File: src/hw/rtl/lebdec_pkg.sv
package lebdec_pkg;

  localparam logic [1:0] MODE_UNSIGNED = 2'd0;
  localparam logic [1:0] MODE_SIGNED   = 2'd1;
  localparam logic [1:0] MODE_MINUS1   = 2'd2;

  localparam logic [2:0] LAST_POS = 3'd4;
  localparam logic [2:0] LEN_MAX  = 3'd5;

  localparam int unsigned FIFO_DEPTH = 2;
  localparam int unsigned FIFO_AW    = $clog2(FIFO_DEPTH);
  localparam int unsigned FIFO_CW    = $clog2(FIFO_DEPTH + 1);

  typedef struct packed {
    logic [31:0] raw;
    logic [2:0]  len;
    logic [1:0]  mode;
  } lebdec_item_t;

endpackage

File: src/hw/rtl/lebdec_front.sv
module lebdec_front import lebdec_pkg::*; (
  input  logic         clk_i,
  input  logic         rst_ni,
  input  logic         in_valid_i,
  output logic         in_stall_o,
  input  logic [7:0]   data_byte_i,
  input  logic [1:0]   mode_i,
  input  logic         q_full_i,
  output logic         q_push_o,
  output lebdec_item_t q_item_o
);

  logic [2:0]  pos_q, pos_d, pos_eff;
  logic [1:0]  mode_q, mode_eff;
  logic [27:0] acc_q, base, grp, acc_new;
  logic        accept, is_last;

  assign in_stall_o = q_full_i;
  assign accept     = in_valid_i && !q_full_i;

  always_comb begin
    pos_eff  = (pos_q > LAST_POS) ? 3'd0 : pos_q;
    base     = (pos_eff == 3'd0) ? 28'd0 : acc_q;
    mode_eff = (pos_eff == 3'd0) ? mode_i : mode_q;
    unique case (pos_eff)
      3'd0:    grp = {21'd0, data_byte_i[6:0]};
      3'd1:    grp = {14'd0, data_byte_i[6:0], 7'd0};
      3'd2:    grp = {7'd0, data_byte_i[6:0], 14'd0};
      3'd3:    grp = {data_byte_i[6:0], 21'd0};
      default: grp = 28'd0;
    endcase
    acc_new = base | grp;
    is_last = (pos_eff == LAST_POS) || !data_byte_i[7];
    pos_d   = is_last ? 3'd0 : pos_eff + 3'd1;
  end

  assign q_push_o      = accept && is_last;
  assign q_item_o.raw  = (pos_eff == LAST_POS) ? {data_byte_i[3:0], base} : {4'd0, acc_new};
  assign q_item_o.len  = pos_eff + 3'd1;
  assign q_item_o.mode = mode_eff;

  always_ff @(posedge clk_i or negedge rst_ni) begin
    if (!rst_ni) begin
      pos_q  <= 3'd0;
      mode_q <= MODE_UNSIGNED;
    end else if (accept) begin
      pos_q  <= pos_d;
      mode_q <= mode_eff;
    end
  end

  always_ff @(posedge clk_i) begin
    if (accept) begin
      acc_q <= acc_new;
    end
  end

`ifndef SYNTH
  a_pos_range: assert property (@(posedge clk_i) disable iff (!rst_ni)
    pos_q <= LAST_POS) else $error("byte position out of range");
`endif

endmodule

File: src/hw/rtl/lebdec_fifo.sv
module lebdec_fifo import lebdec_pkg::*; (
  input  logic         clk_i,
  input  logic         rst_ni,
  input  logic         push_i,
  input  lebdec_item_t item_i,
  output logic         full_o,
  output logic         valid_o,
  input  logic         pop_i,
  output lebdec_item_t item_o
);

  lebdec_item_t         mem_q [FIFO_DEPTH];
  logic [FIFO_AW-1:0]   wr_q, rd_q;
  logic [FIFO_CW-1:0]   cnt_q;
  logic                 do_push, do_pop;

  assign full_o  = (cnt_q == FIFO_CW'(FIFO_DEPTH));
  assign valid_o = (cnt_q != '0);
  assign item_o  = mem_q[rd_q];
  assign do_push = push_i && !full_o;
  assign do_pop  = pop_i && valid_o;

  always_ff @(posedge clk_i or negedge rst_ni) begin
    if (!rst_ni) begin
      wr_q  <= '0;
      rd_q  <= '0;
      cnt_q <= '0;
    end else begin
      if (do_push) begin
        wr_q <= (wr_q == FIFO_AW'(FIFO_DEPTH - 1)) ? '0 : wr_q + 1'b1;
      end
      if (do_pop) begin
        rd_q <= (rd_q == FIFO_AW'(FIFO_DEPTH - 1)) ? '0 : rd_q + 1'b1;
      end
      unique case ({do_push, do_pop})
        2'b10:   cnt_q <= cnt_q + 1'b1;
        2'b01:   cnt_q <= cnt_q - 1'b1;
        default: cnt_q <= cnt_q;
      endcase
    end
  end

  always_ff @(posedge clk_i) begin
    if (do_push) begin
      mem_q[wr_q] <= item_i;
    end
  end

`ifndef SYNTH
  a_cnt_bound: assert property (@(posedge clk_i) disable iff (!rst_ni)
    cnt_q <= FIFO_CW'(FIFO_DEPTH)) else $error("queue count overflow");
  a_cnt_inc: assert property (@(posedge clk_i) disable iff (!rst_ni)
    (do_push && !do_pop) |=> (cnt_q == $past(cnt_q) + 1'b1))
    else $error("queue count did not follow push");
`endif

endmodule

File: src/hw/rtl/lebdec_back.sv
module lebdec_back import lebdec_pkg::*; (
  input  logic         clk_i,
  input  logic         rst_ni,
  input  logic         q_valid_i,
  input  lebdec_item_t q_item_i,
  output logic         q_pop_o,
  output logic         out_valid_o,
  input  logic         out_stall_i,
  output logic [31:0]  value_o,
  output logic [2:0]   byte_length_o
);

  logic        out_valid_q;
  logic [31:0] value_q, value_d, sext;
  logic [2:0]  len_q;
  logic        load;

  assign load    = q_valid_i && (!out_valid_q || !out_stall_i);
  assign q_pop_o = load;

  always_comb begin
    unique case (q_item_i.len)
      3'd1:    sext = {{25{q_item_i.raw[6]}}, q_item_i.raw[6:0]};
      3'd2:    sext = {{18{q_item_i.raw[13]}}, q_item_i.raw[13:0]};
      3'd3:    sext = {{11{q_item_i.raw[20]}}, q_item_i.raw[20:0]};
      3'd4:    sext = {{4{q_item_i.raw[27]}}, q_item_i.raw[27:0]};
      default: sext = q_item_i.raw;
    endcase
    unique case (q_item_i.mode)
      MODE_SIGNED: value_d = sext;
      MODE_MINUS1: value_d = q_item_i.raw - 32'd1;
      default:     value_d = q_item_i.raw;
    endcase
  end

  always_ff @(posedge clk_i or negedge rst_ni) begin
    if (!rst_ni) begin
      out_valid_q <= 1'b0;
    end else if (load) begin
      out_valid_q <= 1'b1;
    end else if (!out_stall_i) begin
      out_valid_q <= 1'b0;
    end
  end

  always_ff @(posedge clk_i) begin
    if (load) begin
      value_q <= value_d;
      len_q   <= q_item_i.len;
    end
  end

  assign out_valid_o   = out_valid_q;
  assign value_o       = value_q;
  assign byte_length_o = len_q;

endmodule

File: src/hw/rtl/leb128_stream_decoder_core.sv
// Datapath: a value is written into the queue when its last byte beat is accepted,
// then loaded from the queue into the output register (front stage, queue, output register).
// Throughput: one byte beat per cycle, one value per cycle at most; input stalls
// only when the two-entry queue is full.
// Reset: rst_ni asynchronous, active low; clears byte position, queue and output valid.
module leb128_stream_decoder_core import lebdec_pkg::*; (
  input  logic        clk_i,
  input  logic        rst_ni,
  input  logic        in_valid_i,
  output logic        in_stall_o,
  input  logic [7:0]  data_byte_i,
  input  logic [1:0]  mode_i,
  output logic        out_valid_o,
  input  logic        out_stall_i,
  output logic [31:0] value_o,
  output logic [2:0]  byte_length_o
);

  lebdec_item_t push_item, pop_item;
  logic         q_push, q_full, q_valid, q_pop;

  lebdec_front u_front (
    .clk_i       (clk_i),
    .rst_ni      (rst_ni),
    .in_valid_i  (in_valid_i),
    .in_stall_o  (in_stall_o),
    .data_byte_i (data_byte_i),
    .mode_i      (mode_i),
    .q_full_i    (q_full),
    .q_push_o    (q_push),
    .q_item_o    (push_item)
  );

  lebdec_fifo u_fifo (
    .clk_i   (clk_i),
    .rst_ni  (rst_ni),
    .push_i  (q_push),
    .item_i  (push_item),
    .full_o  (q_full),
    .valid_o (q_valid),
    .pop_i   (q_pop),
    .item_o  (pop_item)
  );

  lebdec_back u_back (
    .clk_i         (clk_i),
    .rst_ni        (rst_ni),
    .q_valid_i     (q_valid),
    .q_item_i      (pop_item),
    .q_pop_o       (q_pop),
    .out_valid_o   (out_valid_o),
    .out_stall_i   (out_stall_i),
    .value_o       (value_o),
    .byte_length_o (byte_length_o)
  );

`ifndef SYNTH
  a_len_range: assert property (@(posedge clk_i) disable iff (!rst_ni)
    out_valid_o |-> (byte_length_o != 3'd0 && byte_length_o <= LEN_MAX))
    else $error("byte length out of range");
`endif

endmodule
File: config.mk
export PLATFORM = sky130hd
export DESIGN_NAME = leb128_stream_decoder_core
export DESIGN_NICKNAME = d
export VERILOG_FILES = /design/src/hw/rtl/lebdec_pkg.sv /design/src/hw/rtl/lebdec_front.sv /design/src/hw/rtl/lebdec_fifo.sv /design/src/hw/rtl/lebdec_back.sv /design/src/hw/rtl/leb128_stream_decoder_core.sv
export SDC_FILE = /design/constraint.sdc
export NUM_CORES = 1
export LEC_CHECK = 0
export BUFFER_PORTS_ARGS = -buffer_cell sky130_fd_sc_hd__buf_2
export CORE_UTILIZATION = 50
export DETAILED_ROUTE_END_ITERATION = 7
export PLACE_DENSITY = 0.71
export SETUP_SLACK_MARGIN = 0.2
export SYNTH_ARGS = -nofsm -noshare
export SYNTH_HDL_FRONTEND = slang
export SYNTH_SLANG_ARGS = --single-unit
File: constraint.sdc
create_clock -name clk_i -period 3.5 [get_ports clk_i]
set_input_delay 0.7 -clock clk_i [delete_from_list [all_inputs] [get_ports clk_i]]
set_output_delay 0.7 -clock clk_i [all_outputs]
set_load 0.01 [all_outputs]
=== Word level (Yosys, flattened, before mapping) ===
Memories as Yosys holds them, arrays and structs flattened.
Index checks and enable logic that the tools add are counted.

* $add $sub $neg: 6
* Magnitude comparators: 1
* Equal/unequal tests: 14
* Muxes and demuxes: 15
* Bitwise operators: 1
* Reductions and logical operators: 14

{| class="wikitable"
|+ Operators by type and width
! operator !! count
|-
| one-hot mux 32 bit (4 select lines) || 1
|-
| one-hot mux 28 bit (4 select lines) || 1
|-
| one-hot mux 32 bit (2 select lines) || 1
|-
| 2-to-1 mux 32 bit || 1
|-
| subtractor 32 x 1 -> 32 bit, second input constant || 1
|-
| 2-to-1 mux 28 bit || 1
|-
| bitwise OR 28 bit || 1
|-
| == test 3 x 2 -> 1 bit, second input constant || 4
|-
| == test 2 bit, second input constant || 3
|-
| == test 3 x 1 -> 1 bit, second input constant || 2
|-
| == test 3 bit, second input constant || 2
|-
| 2-to-1 mux 1 bit || 6
|-
| 2-to-1 mux 3 bit || 2
|-
| logical AND 1 bit || 5
|-
| == test 2 x 1 -> 1 bit, second input constant || 2
|-
| logical NOT 1 bit || 4
|-
| one-hot mux 2 bit (2 select lines) || 1
|-
| nonzero test 2 bit || 2
|-
| adder 3 x 1 -> 3 bit, second input constant || 1
|-
| > comparator 3 bit, second input constant || 1
|-
| logical NOT 3 bit || 1
|-
| adder 1 bit, second input constant || 2
|-
| adder 2 x 1 -> 2 bit, second input constant || 1
|-
| logical OR 1 bit || 2
|-
| other kinds (3) || 3
|}

* Bits in registers: 73
* Bits in writable memories: 74
* Bits of input ports: 14
* Output and inout port bits: 37
* Logic and storage cells: 61
* Memories: 1

{| class="wikitable"
|+ Memories
! memory !! words !! width !! read ports !! clocked after memory_dff !! write ports !! line !! RTL
|-
| u_fifo.mem_q || 2 || 37 || 1 || 0 || 1 || lebdec_fifo.sv:12 || <nowiki>lebdec_item_t mem_q [FIFO_DEPTH];</nowiki>
|}

=== Depth between registers and ports, before layout ===
* Depth in word-level cells: 8
* Mapped depth: 16
* Mapped depth without buffers: 11

=== Cells and area by module ===
From an unflattened synthesis, not the netlist that was laid out.

* Cells, all modules: 566
* Area total of the unflattened synthesis: 7418.4 um^2

{| class="wikitable"
|+ Modules (own cells, without submodules)
! module !! times used !! cells an instance !! area an instance (um^2) !! seq. area each (um^2)
|-
| lebdec_fifo || 1 || 133 || 2951.6 || 2322.2
|-
| lebdec_back || 1 || 284 || 2555.0 || 1076.0
|-
| lebdec_front || 1 || 149 || 1911.8 || 965.9
|}

=== Worst setup path before layout ===
Ideal clock, no wire load.

* Kind: input to register
* From: input port out_stall_i
* To: register u_fifo.cnt_q[1]
* Arrival time: 3.331 ns
* Path slack: 0.090 ns
* Stages on the path: 4
* Buffers on the path: 0
* Path through: a21oi_1 ha_1 nor2_1 xor2_1

* Cells in the longest elaborated chain, start to end: 6
* Elaborated cells between the ends (all ways): 8
* Classes of those cells: eq/ne (2); mux (1); reduce/logical (5)

{| class="wikitable"
|+ Ends and longest elaborated chain
! item !! line !! RTL
|-
| from (decl) || leb128_stream_decoder_core.sv:14 || <nowiki>input logic out_stall_i,</nowiki>
|-
| logical NOT 1 bit * || lebdec_back.sv:18 || <nowiki>assign load = q_valid_i && (!out_valid_q || !out_stall_i);</nowiki>
|-
| logical OR 1 bit * || lebdec_back.sv:18 ||
|-
| logical AND 1 bit * || lebdec_back.sv:18 ||
|-
| logical AND 1 bit * || lebdec_fifo.sv:21 || <nowiki>assign do_pop = pop_i && valid_o;</nowiki>
|-
| == test 2 x 1 -> 1 bit or == test 2 bit (tied branches) || lebdec_fifo.sv:35 || <nowiki>unique case ({do_push, do_pop})</nowiki>
|-
| one-hot mux 2 bit (2 select lines) or nonzero test 2 bit (tied branches) || - ||
|-
| to (signal assigned) || lebdec_fifo.sv:36 || <nowiki>2'b10: cnt_q <= cnt_q + 1'b1;</nowiki>
|-
| to (signal assigned) || lebdec_fifo.sv:37 || <nowiki>2'b01: cnt_q <= cnt_q - 1'b1;</nowiki>
|-
| to (signal assigned) || lebdec_fifo.sv:38 || <nowiki>default: cnt_q <= cnt_q;</nowiki>
|-
| to (decl) || lebdec_fifo.sv:14 || <nowiki>logic [FIFO_CW-1:0] cnt_q;</nowiki>
|}

Mark *: on every way between the ends. The rest lies on a longest branch, timed or not.
A chain may end at the register's enable or synchronous reset.

=== Final worst setup path ===
* From: register u_fifo.rd_q
* To: register u_back.value_q[26], in the netlist u_back.value_o[26], data pin

* Cells in the longest elaborated chain, start to end: 4
* Elaborated cells between the ends (all ways): 10
* Classes of those cells: add/sub (1); eq/ne (6); mux (2); memory (1)

{| class="wikitable"
|+ Ends and longest elaborated chain
! item !! line !! RTL
|-
| from (decl) || lebdec_fifo.sv:13 || <nowiki>logic [FIFO_AW-1:0] wr_q, rd_q;</nowiki>
|-
| from (signal assigned) || lebdec_fifo.sv:33 || <nowiki>rd_q <= (rd_q == FIFO_AW'(FIFO_DEPTH - 1)) ? '0 : rd_q + 1'b1;</nowiki>
|-
| memory (2 x 37 bit) * || - ||
|-
| branches (longest 2 deep; another with subtractor 32 x 1 -> 32 bit) || - ||
|-
| one-hot mux 32 bit (2 select lines) * || lebdec_back.sv:29 || <nowiki>unique case (q_item_i.mode)</nowiki>
|-
| net u_back.value_d[26] || lebdec_back.sv:14 || <nowiki>logic [31:0] value_q, value_d, sext;</nowiki>
|-
| to (signal assigned) || lebdec_back.sv:48 || <nowiki>value_q <= value_d;</nowiki>
|-
| to (decl) || lebdec_back.sv:14 ||
|}

Mark *: on every way through the listed nets, which the timed path passes.

==> run summary <==
clock network fraction of total power: 0.200
syn_area_per_cell: 12.8 µm²
Syn. warnings: 0
largest family of logic cells by synthesized area: simple AND/OR/NAND/NOR gates
Rel. slew slack: 0.402
Worst Tran Pin Value: 0.888 ns
post-synthesis mux area share: 0.0898
CTS tree: built
die area: 15500 µm²
top cells by area, synth: edfxtp_1, mux2_2, a22o_1
Gate Count Post-Synth: 586
Synth Area in Adders: 0.0150
layout cells sized above 1: 0.253
RSZ-0062 raised after global routing: no
Post-Syn Area: 7510 µm²
crit path max fanout: 15
residual DRC count: 0
PwrDens: 1030 nW/µm²
Die W: 125 µm
critical setup path kind: reg2reg
Clk Latency, worst-skew pair: 0.43 ns
drt pass-1 iters: 5
vias in the first global route: 4710
met2 wire len: 7530 µm
depth of the worst register-to-register path: 7
Comb pwr share: 0.426
Root Buffer: clkbuf_16
DRT antenna net count: 0
compound-gate portion of the synthesized area: 0.138
CTS H-tree depth: 4
register area share after synthesis: 0.581
Post-synth EDFFs: 137
postcts setup bufs: 0
Placed Area: 8010 µm²
gr ovfl total: 0
sequential share of power: 0.374
DP Wirelength: 11900 µm
wl on met1: 7660 µm
met3 wire length: 892 µm
LEAKAGE: 3.13 nW
Startpoint Class: flop
Clock Sinks: 147
NumNets Final: 667
Final Max Slew Viols: 0
initial antenna violation count: 0
boundary pin count: 51
largest net degree at the start of global routing: 50
highest metal used: met4
height of the die: 125 µm
Tcrit/Tclk final: 0.867
outcome: complete, no violations
vias per cell: 6.10
first-pass GRT wire length: 25800 µm
Fin. Hold Viols: 0
syn_nets: 609
cell taking the most area after synthesis: edfxtp_1
number of diodes: 0
crit path DAT: 3.19 ns
crit path time final: 3.03 ns
XOR/XNOR Fraction of Synth Area: 0.00699
DR vias: 5127
max cap viols: 0
Simple-Gate Fraction of Synth Area: 0.141
worst ir drop on vdd: 0.000489 V
# setup viols final: 0
Max Clk Rate: 330 MHz
Switch Pwr: 3.25 mW
port bufs: 50
clock slew at reported path FFs: 0.06 ns
CTS buffer count: 17
GRT Util Overall: 0.217
clock tree buffer depth: 2
async set or reset register ratio after synthesis: 0.0680
Rows: 44
WL/cell: 19.6 µm
Area growth syn-to-layout: 14.3%
Int Pwr: 5.61 mW
core area: 14600 µm²
Yosys reg bits: 147
setup tns final: 0 ns
synth unique cells: 74
initial core utilization: 0.515
top cell type's share of synthesized area: 0.548
starting DRC count in detailed routing: 678
Final Cell Area: 8580 µm²
skew final: 0.00753 ns
Final GP Congestion: 0.943
data required time of the worst path: 3.65 ns
routed wire length: 16500 µm
worst min path class: in2async
dominant synthesized flop cell: edfxtp_1
sw frac: 0.367
CP Capture Type: flop
-- through the flow --
stage | utilization | instances | setup slack, ns | power, mW | hold WS, ns
5_1_grt | 0.588 | 841 | 0.211 | 9.33 | 0.141
3_3_place_gp | 0.549 | 809 | 0.493 | 6.94 | 0.473
3_5_place_dp | 0.549 | 809 | 0.404 | 7.06 | 0.497
4_1_cts | 0.588 | 841 | 0.392 | 8.85 | 0.131
6_report | 0.588 | 841 | 0.467 | 8.86 | 0.135
2_1_floorplan | - | 586 | 0.220 | 6.03 | 0.404
-- path summary, 6_finish.rpt --
check,startpoint,end,slack [ns]
max in group asynchronous,rst_ni,u_fifo.rd_q$_DFFE_PN0P_,3.14
setup / recovery,u_fifo.rd_q$_DFFE_PN0P_,u_back.value_o[26]$_DFFE_PP_,0.47
setup reg to reg,u_fifo.rd_q$_DFFE_PN0P_,u_back.value_o[26]$_DFFE_PP_,0.47
min in group clk_i,u_fifo.wr_q$_DFFE_PN0P_,u_fifo.wr_q$_DFFE_PN0P_,0.50
hold / removal,rst_ni,u_front.pos_q[0]$_DFFE_PN0P_,0.14
hold reg to reg,u_fifo.wr_q$_DFFE_PN0P_,u_fifo.wr_q$_DFFE_PN0P_,0.50
-- worst max-delay path, stage by stage (launching register included) --
cell and delay [ns]:
dfrtp_2 0.63, mux2i_2 0.35, ha_2 0.27, o2111ai_1 0.19, or4_4 0.58, nor4_4 0.43
and3_1 0.26, a311oi_2 0.05
-- synthesized netlist by cell type (3+ instances only) --
master	number
nor2_1	52
edfxtp_1	137
o22ai_1	8
nor3b_1	4
ha_1	9
a211oi_1	4
or2_2	5
buf_6	4
o21a_1	9
nor2b_1	5
nand2_1	24
a31oi_1	3
or3_1	3
clkbuf_1	17
o221ai_1	5
a21oi_1	17
nand4_1	4
buf_2	4
inv_1	15
nand4b_1	3
and3_1	7
dfrtp_1	10
nor3_1	22
mux2i_1	25
nor4_4	4
a22o_1	35
nand3_1	11
mux2i_2	3
mux2_2	34
nand2b_1	6
and2_1	6
o21ai_0	25
o211ai_1	7
xnor2_1	4
-- sequential cells by signal, indices dropped and copies added (netlist names) --
register and count:
u_back.out_valid_o 1, u_back.byte_length_o 3, u_front.mode_q 2, u_fifo.cnt_q 2, u_front.pos_q 3, u_fifo.wr_q 1
u_back.value_o 32, u_fifo.mem_q 74, u_fifo.rd_q 1, u_front.acc_q 28
-- cell usage in the layout, fill, tap and decap left out, types with 3 or more instances in the layout --
cell type and n:
nor4_4 4, mux2_2 34, a22o_1 35, nor3_1 22, clkinvlp_4 3, a211oi_1 4
a31oi_1 3, clkbuf_16 17, clkbuf_1 5, and3_1 6, xnor2_1 4, mux2i_2 4
nand3_1 11, nand4_1 4, mux2i_1 24, a21oi_1 16, buf_2 50, nand2b_1 6
o221ai_1 5, o22ai_1 8, or3_1 3, inv_1 15, dfrtp_1 9, o211ai_1 7
nor2_1 51, o21ai_0 25, o21a_1 9, ha_1 8, and2_1 6, or2_2 5
nor3b_1 4, nand4b_1 3, nand2_1 24, buf_4 16, edfxtp_1 137, nor2b_1 4
-- power groups by stage --
| stage | clock network [mW] | registers, mW | logic (mW) |
|---|---|---|---|
| floorplan | 0 | 3.37 | 2.66 |
| global route | 1.86 | 3.39 | 4.09 |
| detailed placement | 0 | 3.35 | 3.71 |
| global placement | 0 | 3.32 | 3.62 |
| finish | 1.77 | 3.32 | 3.78 |
| CTS | 1.79 | 3.32 | 3.74 |
-- routing by layer --
layer / global-route usage / vias up
met5: 0 / -
met4: 0.0907 / 0
met3: 0.0490 / 35
met2: 0.325 / 196
met1: 0.304 / 2483
li1: - / 2413
-- layout make-up --
type	count	area [µm²]
Tap cell	184	230
Clock buffer	24	472
Timing Repair Buffer	67	390
Inverter	16	60.1
Clock inverter	8	105
Fill cell	1137	6000
Sequential cell	147	4370
Multi-Input combinational cell	395	2960
-- what timing repair did --
action,4_1_cts,5_1_grt
gates resized for setup,0,0
setup endpoints to repair,0,2
hold buffers,0,0
endpoints found under the hold margin,0,0
-- cells by family after synthesis --
| family | after synthesis |
|---|---|
| AO/OA/AOI/OAI | 141 |
| buffers and inverters | 44 |
| flip-flops | 147 |
| multiplexers | 62 |
| XOR/XNOR | 6 |
| adder cells (fa/ha/maj) | 9 |
| AND/OR/NAND/NOR | 177 |
(Power assumes the default switching activity.)
